===== src/hw/rtl/sdr_pkg.sv =====
package sdr_pkg;

  localparam int DUTY_FULL_DEF = 10000;
  localparam int MID_DUTY_DEF  = 750;

  localparam int DUTY_W = 14;
  localparam int TICK_W = 16;
  localparam int ERR_W  = 15;

  // serial divider: quotient bits, partial remainder width, bit counter width
  localparam int QUO_W = DUTY_W;
  localparam int REM_W = TICK_W + 1;
  localparam int CNT_W = $clog2(QUO_W);

  localparam logic OP_START = 1'b0;
  localparam logic OP_TICK  = 1'b1;

  typedef enum logic {
    ST_IDLE,
    ST_DIV
  } state_t;

  typedef struct packed {
    logic                start;
    logic [QUO_W-1:0]    dividend;
    logic [TICK_W-1:0]   divisor;
  } div_req_t;

  typedef struct packed {
    logic                done;
    logic [QUO_W-1:0]    quotient;
  } div_rsp_t;

endpackage


===== src/hw/rtl/sdr_in_if.sv =====
interface sdr_in_if;
  logic                          valid;
  logic                          ready;
  logic                          operation;
  logic [sdr_pkg::DUTY_W-1:0]    target_duty;
  logic [sdr_pkg::TICK_W-1:0]    tick_count;

  modport source (output valid, operation, target_duty, tick_count, input ready);
  modport sink   (input valid, operation, target_duty, tick_count, output ready);
endinterface


===== src/hw/rtl/sdr_out_if.sv =====
interface sdr_out_if;
  logic                          valid;
  logic                          ready;
  logic [sdr_pkg::DUTY_W-1:0]    duty_out;
  logic                          moving;

  modport source (output valid, duty_out, moving, input ready);
  modport sink   (input valid, duty_out, moving, output ready);
endinterface


===== src/hw/rtl/sdr_div.sv =====
module sdr_div (
  input  logic              clk,
  input  logic              rst,
  input  sdr_pkg::div_req_t req,
  output sdr_pkg::div_rsp_t rsp
);

  localparam logic [sdr_pkg::CNT_W-1:0] LastBit = sdr_pkg::CNT_W'(sdr_pkg::QUO_W - 1);

  logic                          busy;
  logic                          done;
  logic [sdr_pkg::CNT_W-1:0]     cnt;
  logic [sdr_pkg::REM_W-1:0]     part;
  logic [sdr_pkg::QUO_W-1:0]     quo;
  logic [sdr_pkg::TICK_W-1:0]    dvs;

  logic [sdr_pkg::REM_W-1:0]     shifted;
  logic                          fits;

  // one restoring step: bring in the next dividend bit, subtract if it fits
  always_comb begin
    shifted = {part[sdr_pkg::REM_W-2:0], quo[sdr_pkg::QUO_W-1]};
    fits    = shifted >= {1'b0, dvs};
  end

  always_ff @(posedge clk) begin
    if (rst) begin
      busy <= 1'b0;
      done <= 1'b0;
      cnt  <= '0;
    end else begin
      done <= 1'b0;
      if (req.start) begin
        busy <= 1'b1;
        cnt  <= '0;
      end else if (busy) begin
        cnt <= cnt + 1'b1;
        if (cnt == LastBit) begin
          busy <= 1'b0;
          done <= 1'b1;
        end
      end
    end
  end

  always_ff @(posedge clk) begin
    if (req.start) begin
      part <= '0;
      quo  <= req.dividend;
      dvs  <= req.divisor;
    end else if (busy) begin
      part <= fits ? (shifted - {1'b0, dvs}) : shifted;
      quo  <= {quo[sdr_pkg::QUO_W-2:0], fits};
    end
  end

  assign rsp.done     = done;
  assign rsp.quotient = quo;

endmodule


===== src/hw/rtl/servo_duty_ramp.sv =====
// Linear duty ramp for a servo PWM. A start beat stores the target (saturated
// to DUTY_FULL-1) and the signed error to it, and divides the error by the
// tick count in a bit-serial divider, one quotient bit per cycle. Every beat
// returns one result beat in the next cycle: duty and moving flag. A tick
// beat does not use the divider, so ticks can be taken every cycle while the
// output side keeps up; after a start beat the input stays closed until the
// divider is done and all 14 quotient bits of the step have come out.
module servo_duty_ramp #(
  parameter int DUTY_FULL = sdr_pkg::DUTY_FULL_DEF,
  parameter int MID_DUTY  = sdr_pkg::MID_DUTY_DEF
) (
  input logic           clk,
  input logic           rst,
  sdr_in_if.sink        item,
  sdr_out_if.source     result
);

  localparam int DW = sdr_pkg::DUTY_W;
  localparam int EW = sdr_pkg::ERR_W;
  localparam logic [DW-1:0] DutyMax  = DW'(DUTY_FULL - 1);
  localparam logic [DW-1:0] DutyInit = DW'(MID_DUTY);

  sdr_pkg::state_t   state, state_next;
  sdr_pkg::div_req_t div_req;
  sdr_pkg::div_rsp_t div_rsp;

  logic [DW-1:0]        cur, cur_next;
  logic [DW-1:0]        goal, goal_next;
  logic signed [EW-1:0] step, step_next;
  logic signed [EW-1:0] rem, rem_next;
  logic                 active, active_next;
  logic                 err_pos, err_pos_next;
  logic                 out_valid;
  logic [DW-1:0]        out_duty;
  logic                 out_moving;

  logic                 take;
  logic                 is_start;
  logic [DW-1:0]        tgt;
  logic signed [EW-1:0] err;
  logic [DW-1:0]        err_mag;
  logic signed [EW:0]   rem_dec;
  logic                 finish;
  logic signed [EW+1:0] duty_sum;
  logic [DW-1:0]        q;
  logic signed [EW-1:0] q_signed;

  sdr_div u_div (
    .clk (clk),
    .rst (rst),
    .req (div_req),
    .rsp (div_rsp)
  );

  // next state
  always_comb begin
    state_next = state;
    case (state)
      sdr_pkg::ST_IDLE: if (take && is_start) state_next = sdr_pkg::ST_DIV;
      sdr_pkg::ST_DIV:  if (div_rsp.done) state_next = sdr_pkg::ST_IDLE;
      default:          state_next = sdr_pkg::ST_IDLE;
    endcase
  end

  // handshake outputs
  always_comb begin
    item.ready = 1'b0;
    case (state)
      sdr_pkg::ST_IDLE: item.ready = !out_valid || result.ready;
      sdr_pkg::ST_DIV:  item.ready = 1'b0;
      default:          item.ready = 1'b0;
    endcase
  end

  assign take     = item.valid && item.ready;
  assign is_start = item.operation == sdr_pkg::OP_START;

  // start arithmetic
  always_comb begin
    tgt     = (item.target_duty > DutyMax) ? DutyMax : item.target_duty;
    err     = EW'({1'b0, tgt}) - EW'({1'b0, cur});
    err_mag = err[EW-1] ? DW'(-err) : DW'(err);
  end

  assign div_req.start    = take && is_start;
  assign div_req.dividend = err_mag;
  assign div_req.divisor  = (item.tick_count == '0) ? sdr_pkg::TICK_W'(1) : item.tick_count;

  // tick arithmetic
  always_comb begin
    rem_dec  = (EW+1)'(rem) - (EW+1)'(step);
    finish   = (step[EW-1] && !rem_dec[EW]) ||
               (!step[EW-1] && step != '0 && (rem_dec[EW] || rem_dec == '0));
    duty_sum = (EW+2)'(signed'({1'b0, cur})) + (EW+2)'(step);
  end

  // quotient back to a signed step; zero becomes one toward the target
  always_comb begin
    q        = div_rsp.quotient;
    q_signed = err_pos ? EW'({1'b0, q}) : -EW'({1'b0, q});
  end

  always_comb begin
    cur_next     = cur;
    goal_next    = goal;
    step_next    = step;
    rem_next     = rem;
    active_next  = active;
    err_pos_next = err_pos;

    if (take && is_start) begin
      goal_next    = tgt;
      rem_next     = err;
      active_next  = 1'b1;
      err_pos_next = !err[EW-1] && err != '0;
    end else if (take && active) begin
      if (finish) begin
        active_next = 1'b0;
        rem_next    = '0;
        cur_next    = goal;
      end else begin
        rem_next = rem_dec[EW-1:0];
        if (duty_sum[EW+1])
          cur_next = '0;
        else if (duty_sum > (EW+2)'({1'b0, DutyMax}))
          cur_next = DutyMax;
        else
          cur_next = duty_sum[DW-1:0];
      end
    end

    if (state == sdr_pkg::ST_DIV && div_rsp.done) begin
      if (q == '0)
        step_next = err_pos ? EW'(1) : -EW'(1);
      else
        step_next = q_signed;
    end
  end

  always_ff @(posedge clk) begin
    if (rst) begin
      state     <= sdr_pkg::ST_IDLE;
      cur       <= DutyInit;
      goal      <= '0;
      step      <= '0;
      rem       <= '0;
      active    <= 1'b0;
      err_pos   <= 1'b0;
      out_valid <= 1'b0;
    end else begin
      state   <= state_next;
      cur     <= cur_next;
      goal    <= goal_next;
      step    <= step_next;
      rem     <= rem_next;
      active  <= active_next;
      err_pos <= err_pos_next;
      // hold the result beat until taken
      if (take)
        out_valid <= 1'b1;
      else if (result.ready)
        out_valid <= 1'b0;
    end
  end

  always_ff @(posedge clk) begin
    if (take) begin
      out_duty   <= cur_next;
      out_moving <= active_next;
    end
  end

  assign result.valid    = out_valid;
  assign result.duty_out = out_duty;
  assign result.moving   = out_moving;

endmodule


===== src/flat_wrapper.sv =====
// flat-port wrapper written by rule: the top's interface ports become plain ports
module servo_duty_ramp_flat 
#(
  parameter int DUTY_FULL = sdr_pkg::DUTY_FULL_DEF,
  parameter int MID_DUTY  = sdr_pkg::MID_DUTY_DEF
)
  (clk, rst, item_valid, item_operation, item_target_duty, item_tick_count, item_ready, result_valid, result_duty_out, result_moving, result_ready);
  sdr_in_if item_i ();
  sdr_out_if result_i ();
  input logic clk;
  input logic rst;
  input wire logic [$bits(item_i.valid)-1:0] item_valid;
  input wire logic [$bits(item_i.operation)-1:0] item_operation;
  input wire logic [$bits(item_i.target_duty)-1:0] item_target_duty;
  input wire logic [$bits(item_i.tick_count)-1:0] item_tick_count;
  output wire logic [$bits(item_i.ready)-1:0] item_ready;
  output wire logic [$bits(result_i.valid)-1:0] result_valid;
  output wire logic [$bits(result_i.duty_out)-1:0] result_duty_out;
  output wire logic [$bits(result_i.moving)-1:0] result_moving;
  input wire logic [$bits(result_i.ready)-1:0] result_ready;
  assign item_i.valid = item_valid;
  assign item_i.operation = item_operation;
  assign item_i.target_duty = item_target_duty;
  assign item_i.tick_count = item_tick_count;
  assign item_ready = item_i.ready;
  assign result_valid = result_i.valid;
  assign result_duty_out = result_i.duty_out;
  assign result_moving = result_i.moving;
  assign result_i.ready = result_ready;
  servo_duty_ramp #(.DUTY_FULL(DUTY_FULL), .MID_DUTY(MID_DUTY)) u_core (.clk(clk), .rst(rst), .item(item_i), .result(result_i));
endmodule

===== config.mk =====
export PLATFORM = sky130hd
export DESIGN_NAME = servo_duty_ramp_flat
export DESIGN_NICKNAME = d
export VERILOG_FILES = /design/src/hw/rtl/sdr_pkg.sv /design/src/hw/rtl/sdr_in_if.sv /design/src/hw/rtl/sdr_out_if.sv /design/src/hw/rtl/sdr_div.sv /design/src/hw/rtl/servo_duty_ramp.sv /design/src/flat_wrapper.sv
export SDC_FILE = /design/constraint.sdc
export NUM_CORES = 1
export LEC_CHECK = 0
export ABC_CLOCK_PERIOD_IN_PS = 4350
export BUFFER_PORTS_ARGS = -buffer_cell sky130_fd_sc_hd__buf_2
export CAP_MARGIN = 20
export CORE_AREA = 3 3 141 116
export CTS_CLUSTER_SIZE = 12
export DETAILED_ROUTE_END_ITERATION = 16
export DIE_AREA = 0 0 144 119
export PLACE_DENSITY = 0.77
export RECOVER_POWER = 25
export SLEW_MARGIN = 20
export SYNTH_ARGS = -nofsm -noshare
export SYNTH_HDL_FRONTEND = slang
export SYNTH_SLANG_ARGS = --single-unit

===== constraint.sdc =====
create_clock -name clk -period 4.35 [get_ports clk]
set_input_delay 0 -clock clk [delete_from_list [all_inputs] [get_ports clk]]
set_output_delay 0 -clock clk [all_outputs]
set_load 0.05 [all_outputs]

### Word-level counts from Yosys, hierarchy flattened

Cells that the tools add are included.

* register bits: 129
* input port bits: 35
* output and inout port bits: 17

* add/subtract/negate cells: 7
* $lt $le $gt $ge: 3
* equality and inequality tests: 1
* muxes and demuxes: 29
* bitwise operators: 3
* reductions and logical operators: 25

Operators with widths (count)
* $mux 14: 9
* $mux 15: 6
* $logic_not 16->1: 2
* $reduce_bool 15->1: 2
* $ge 17x16->1: 1
* $gt 17x14->1 const B: 1
* $add 15x15->16: 1
* $mux 16: 1
* $sub 15x15->16: 1
* $sub 16x16->16: 1
* $neg 14->15: 1
* $sub 14x14->15: 1
* $gt 14x14->1 const B: 1
* $logic_not 14->1: 1
* $neg 14->14: 1
* $mux 1: 11
* $logic_and 1x1->1: 8
* $reduce_bool 2->1: 3
* $add 4x1->4 const B: 1
* $eq 4x4->1 const B: 1
* $logic_not 1->1: 4
* $pmux 1 s2: 2
* $logic_or 1x1->1: 3
* $not 1->1: 3
* other kinds (2): 2

### Depth between registers and ports, before layout

* depth in word-level cells: 8
* mapped depth: 16

### Hierarchy

Synthesis repeated with hierarchy kept, for this count alone.

* cells, all modules: 1134
* area total of the unflattened synthesis: 9497.9 µm²

Modules (own cells, without submodules)
* servo_duty_ramp: instances 1, cells an instance 829, area an instance 6419.9 µm², seq. area each 1691.6 µm²
* sdr_div: instances 1, cells an instance 305, area an instance 3078.0 µm², seq. area each 1341.3 µm²

### Least setup slack after synthesis

No wires, ideal clock.

* path type: input to register
* from: input port item_target_duty[5]
* to: register u_core.u_div.quo[13] (netlist bit), data pin
* setup time: 266 ps
* arrival time: 3343 ps
* setup slack: 741 ps
* stages: 15
* buffers on the path: 0
* cells stage by stage: nor4_1 > nor2_1 > o31ai_1 > nand2b_1 > ha_1 > nor2b_1 > o21ai_0 > a21boi_0 > o31ai_1 > a2111oi_0 > nor2_1 > a211oi_2 > a41oi_1 > xnor2_1 > o21ai_0

* cells in the longest elaborated chain, start to end: 6

RTL lines
* start, declared: line flat_wrapper.sv:14 `input wire logic [$bits(item_i.target_duty)-1:0] item_target_duty;`
* $gt 14x14->1 (*): line servo_duty_ramp.sv:80 `tgt = (item.target_duty > DutyMax) ? DutyMax : item.target_duty;`
* $mux 14 (*): line servo_duty_ramp.sv:80
* named net u_core.tgt[2]: line servo_duty_ramp.sv:39 `logic [DW-1:0] tgt;`
* $sub 14x14->15 (*): line servo_duty_ramp.sv:81 `err = EW'({1'b0, tgt}) - EW'({1'b0, cur});`
* $neg 14->14: line servo_duty_ramp.sv:82 `err_mag = err[EW-1] ? DW'(-err) : DW'(err);`
* $mux 14 (*): line servo_duty_ramp.sv:82
* $mux 14 (*): line sdr_div.sv:47 `if (req.start) begin`
* end signal, assigned: line sdr_div.sv:49 `quo <= req.dividend;`
* end signal, assigned: line sdr_div.sv:53 `quo <= {quo[sdr_pkg::QUO_W-2:0], fits};`
* end, declared: line sdr_div.sv:14 `logic [sdr_pkg::QUO_W-1:0] quo;`

Mark *: on every way through the listed nets, which the timed path passes. The rest lies on a longest branch.
A chain may end at the register's enable or synchronous reset.

### Worst setup path in the final report

* from: register u_core.step[0]
* to: register u_core.out_duty[5] (netlist: u_core.result.duty_out[5]), data pin

* cells in the longest elaborated chain, start to end: 8
* elaborated cells between the ends (all ways): 16
* those cells by class: add/sub: 2; order compare: 1; mux: 5; reduce/logical: 8

RTL lines
* start, declared: line servo_duty_ramp.sv:29 `logic signed [EW-1:0] step, step_next;`
* start signal, assigned: line servo_duty_ramp.sv:154 `step <= step_next;`
* parallel branches: the longest is 5 deep, another holds $gt 17x14->1
* $mux 14 (*): line servo_duty_ramp.sv:117 `if (finish) begin`
* $mux 14 (*): line servo_duty_ramp.sv:116 `end else if (take && active) begin`
* $mux 14 (*): line servo_duty_ramp.sv:111 `if (take && is_start) begin`
* named net u_core.cur_next[5]: line servo_duty_ramp.sv:27 `logic [DW-1:0] cur, cur_next;`
* end signal, assigned: line servo_duty_ramp.sv:168 `out_duty <= cur_next;`
* end, declared: line servo_duty_ramp.sv:34 `logic [DW-1:0] out_duty;`

Mark *: on every way through the listed nets, which the timed path passes.

==> flow_metrics.tcl <==
set metrics [dict create \
    syn-cell-area_sq_um 8920 \
    fin_area_sq_um 10100 \
    final_antenna_net_count 0 \
    gr-total-overflow 0 \
    gp_congestion 0.942 \
    fin_tns_setup_ns 0 \
    worst_ep_required_time_ns 4.64 \
    clkSlewWorstSetupHoldPaths_ns 0.06 \
    drcViolationCount 0 \
    finalCritPeriodShare 0.949 \
    area_delta_synth_final_pct 13.5 \
    clock_path_buffers 2 \
    grt_max_degree 65 \
    avgSynthCellArea_sq_um 8.45 \
    rsz0062_at_grt "no" \
    ys.flop_type "dfxtp_1" \
    synth_most_common_cell "nand2_1" \
    synth-seq-area-share 0.340 \
    synth_top_area_frac 0.189 \
    cellLeakagePower_uw 0.00404 \
    layout_min_cycle_time_ns 4.13 \
    synthMuxAreaShare 0.0139 \
    dr.pass1.iters 5 \
    synth_xor_area_frac 0.0540 \
    slew_headroom 0.124 \
    pin_count 52 \
    synthTopCellsByArea "dfxtp_1, edfxtp_1, ha_1" \
    drt-initial-drc-count 1135 \
    synth_top_area_cell "dfxtp_1" \
    numCtsBuffers 17 \
    start_kind "register" \
    cts_tree "built" \
    grt_use_met3 0.0654 \
    use_met1 0.453 \
    async_flop_share 0 \
    core_sq_um 15000 \
    fin_nets 1216 \
    p_per_area_nw_per_um2 421 \
    grt_pass1_wl_mm 41.4 \
    synth_enable_flop_cells 45 \
    status "completed" \
    fin_worst_skew_ns 0.00842 \
    htree_levels 4 \
    worst-r2r-cell-count 12 \
    ys_types 92 \
    yosys_warnings 0 \
    grt_antenna_before_repair 0 \
    synth_top_family_by_area "compound AO/OA/AOI/OAI gates" \
    hold_path_class "in -> reg" \
    synth_compound_area_frac 0.260 \
    final-setup-viol-count 0 \
    worst_slew_pin_slew_ns 1.31 \
    die_w_um 144 \
    synthCells 1056 \
    worstSkewPairLatency_ns 0.43 \
    die_h_um 119 \
    drv_slew 0 \
    cts_setup_buffers 0 \
    n_antenna_cell 0 \
    clock-sinks 129 \
    routed_wl_mm 26.3 \
    fmax_mhz 242 \
    criticalPathCategory "reg -> reg" \
    hpwl_mm 18.5 \
    vdd_ir_drop_max_v 0.000276 \
    port_buffers 51 \
    hold-path-cell-count 4 \
    viasPerCell 6.35 \
    grt-busiest-layer "met1" \
    wl_per_cell_um 20.0 \
    hold_viol 0 \
    grt_usage 0.308 \
    cp.arrival_ns 4.42 \
    syn_nets 1158 \
    critPathMaxFanout 13 \
    clockRootBuffer "clkbuf_16" \
    cap_violations 0 \
    vias 8361 \
    yosys.area_share.simple 0.172 \
    initial_core_util 0.596 \
    ys_top_cells_by_count "nand2_1, dfxtp_1, inv_1, nor2_1, a21oi_1" \
    cp-end-kind "register" \
    dpl_cell_area_sq_um 9330 \
    die_area_sq_um 17100 \
    rows 40 \
    grtUsageMet2 0.444 \
    first_global_vias 7865 \
    synth-seq-cells 129 \
    final_layout_size_suffix_gt1_frac 0.0932 \
    synthAdderAreaFrac 0.0974 \
]
==> final cells by class <==
class | count | area [sq um]
clock buffers | 21 | 460
clock inverters | 11 | 160
fillers | 1235 | 4850
inverters | 85 | 319
multi-input cells | 788 | 5330
flip-flops and latches | 129 | 3030
well taps | 189 | 236
repair buffers | 93 | 577
==> critical path, stage by stage, from the launching register on <==
cell	delay, ns
dfxtp_1	0.46
ha_1	0.25
fa_1	0.28
nor2b_4	0.06
o31a_4	0.31
o311a_1	0.31
a311oi_2	0.28
nand4_1	0.12
or3b_4	0.43
or4_1	0.69
a21oi_4	0.44
a22o_1	0.24
a31o_1	0.12
==> layer usage <==
layer,up-vias,part of all wire
met4,0,0.030
met2,437,0.43
li1,3958,-
met1,3896,0.44
met5,-,0
met3,70,0.10
==> through the flow <==
stage,std cells,util,total power [uW],setup WS (ns),hold WS [ns]
after floorplan,1056,-,2390,0.741,0.136
after global placement,1264,0.624,2670,0.279,0.194
after detailed placement,1264,0.624,2690,0.242,0.197
after CTS,1316,0.679,4230,0.180,0.00745
after global routing,1316,0.676,4460,0.0667,0.0355
final,1316,0.676,4260,0.223,0.0105
==> cell families (layout without fill, tap and decap cells) <==
| group | after synthesis | after routing |
|---|---|---|
| adders and majority gates | 67 | 67 |
| muxes | 12 | 12 |
| and+or+nand+nor | 314 | 314 |
| DFF | 129 | 129 |
| buffers and inverters | 139 | 210 |
| AOI/OAI and AO/OA | 340 | 340 |
| xor gates and xnor gates | 55 | 55 |
==> worst paths after layout <==
check	start	to	slack, ns
worst min-delay path	item_target_duty[2]	u_core.goal[2]	0.01
worst min register to register	u_core.goal[4]	u_core.goal[4]	0.47
worst max-delay path	u_core.step[0]	u_core.result.duty_out[5]	0.22
worst max register to register	u_core.step[0]	u_core.result.duty_out[5]	0.22
==> state kept, by name, summed over array words and instances (netlist names) <==
register                count
u_core.u_div.part          16
u_core.u_div.dvs           16
u_core.active               1
u_core.result.duty_out     14
u_core.u_div.cnt            4
u_core.result.valid         1
u_core.u_div.quo           14
u_core.u_div.busy           1
u_core.result.moving        1
u_core.err_pos              1
u_core.cur                 14
u_core.state                1
u_core.rem                 15
u_core.step                15
u_core.u_div.done           1
u_core.goal                14
==> power by group <==
group | leakage (uW) | internal [uW] | total [uW] | switching (uW)
clock network | 0.000303 | 983 | 1520 | 533
registers | 0.00110 | 1370 | 1460 | 88.4
logic | 0.00264 | 514 | 1280 | 769
==> what timing repair did <==
item	in CTS	in global routing
resized for setup	0	2
hold endpoints to repair	19	0
hold buffers	20	0
endpoints found under the setup margin	0	27
==> cells in the final DEF (no fill, tap or decap), drive strengths merged, types with 10 or more instances in the layout <==
master       instances
nand2               88
dfxtp               84
inv                 84
nor2                83
a21oi               83
o21ai               69
ha                  63
clkbuf              54
edfxtp              45
buf                 40
xnor2               29
nor3                29
xor2                26
nand2b              22
a21o                21
dlygate4sd3         20
o21a                17
nand3               16
o22ai               15
a31oi               15
nor2b               13
and2                11
or3                 11
a22oi               11
a211oi              11
nor4                10
o211ai              10
o31ai               10
Power figures use the tool's default switching activity.
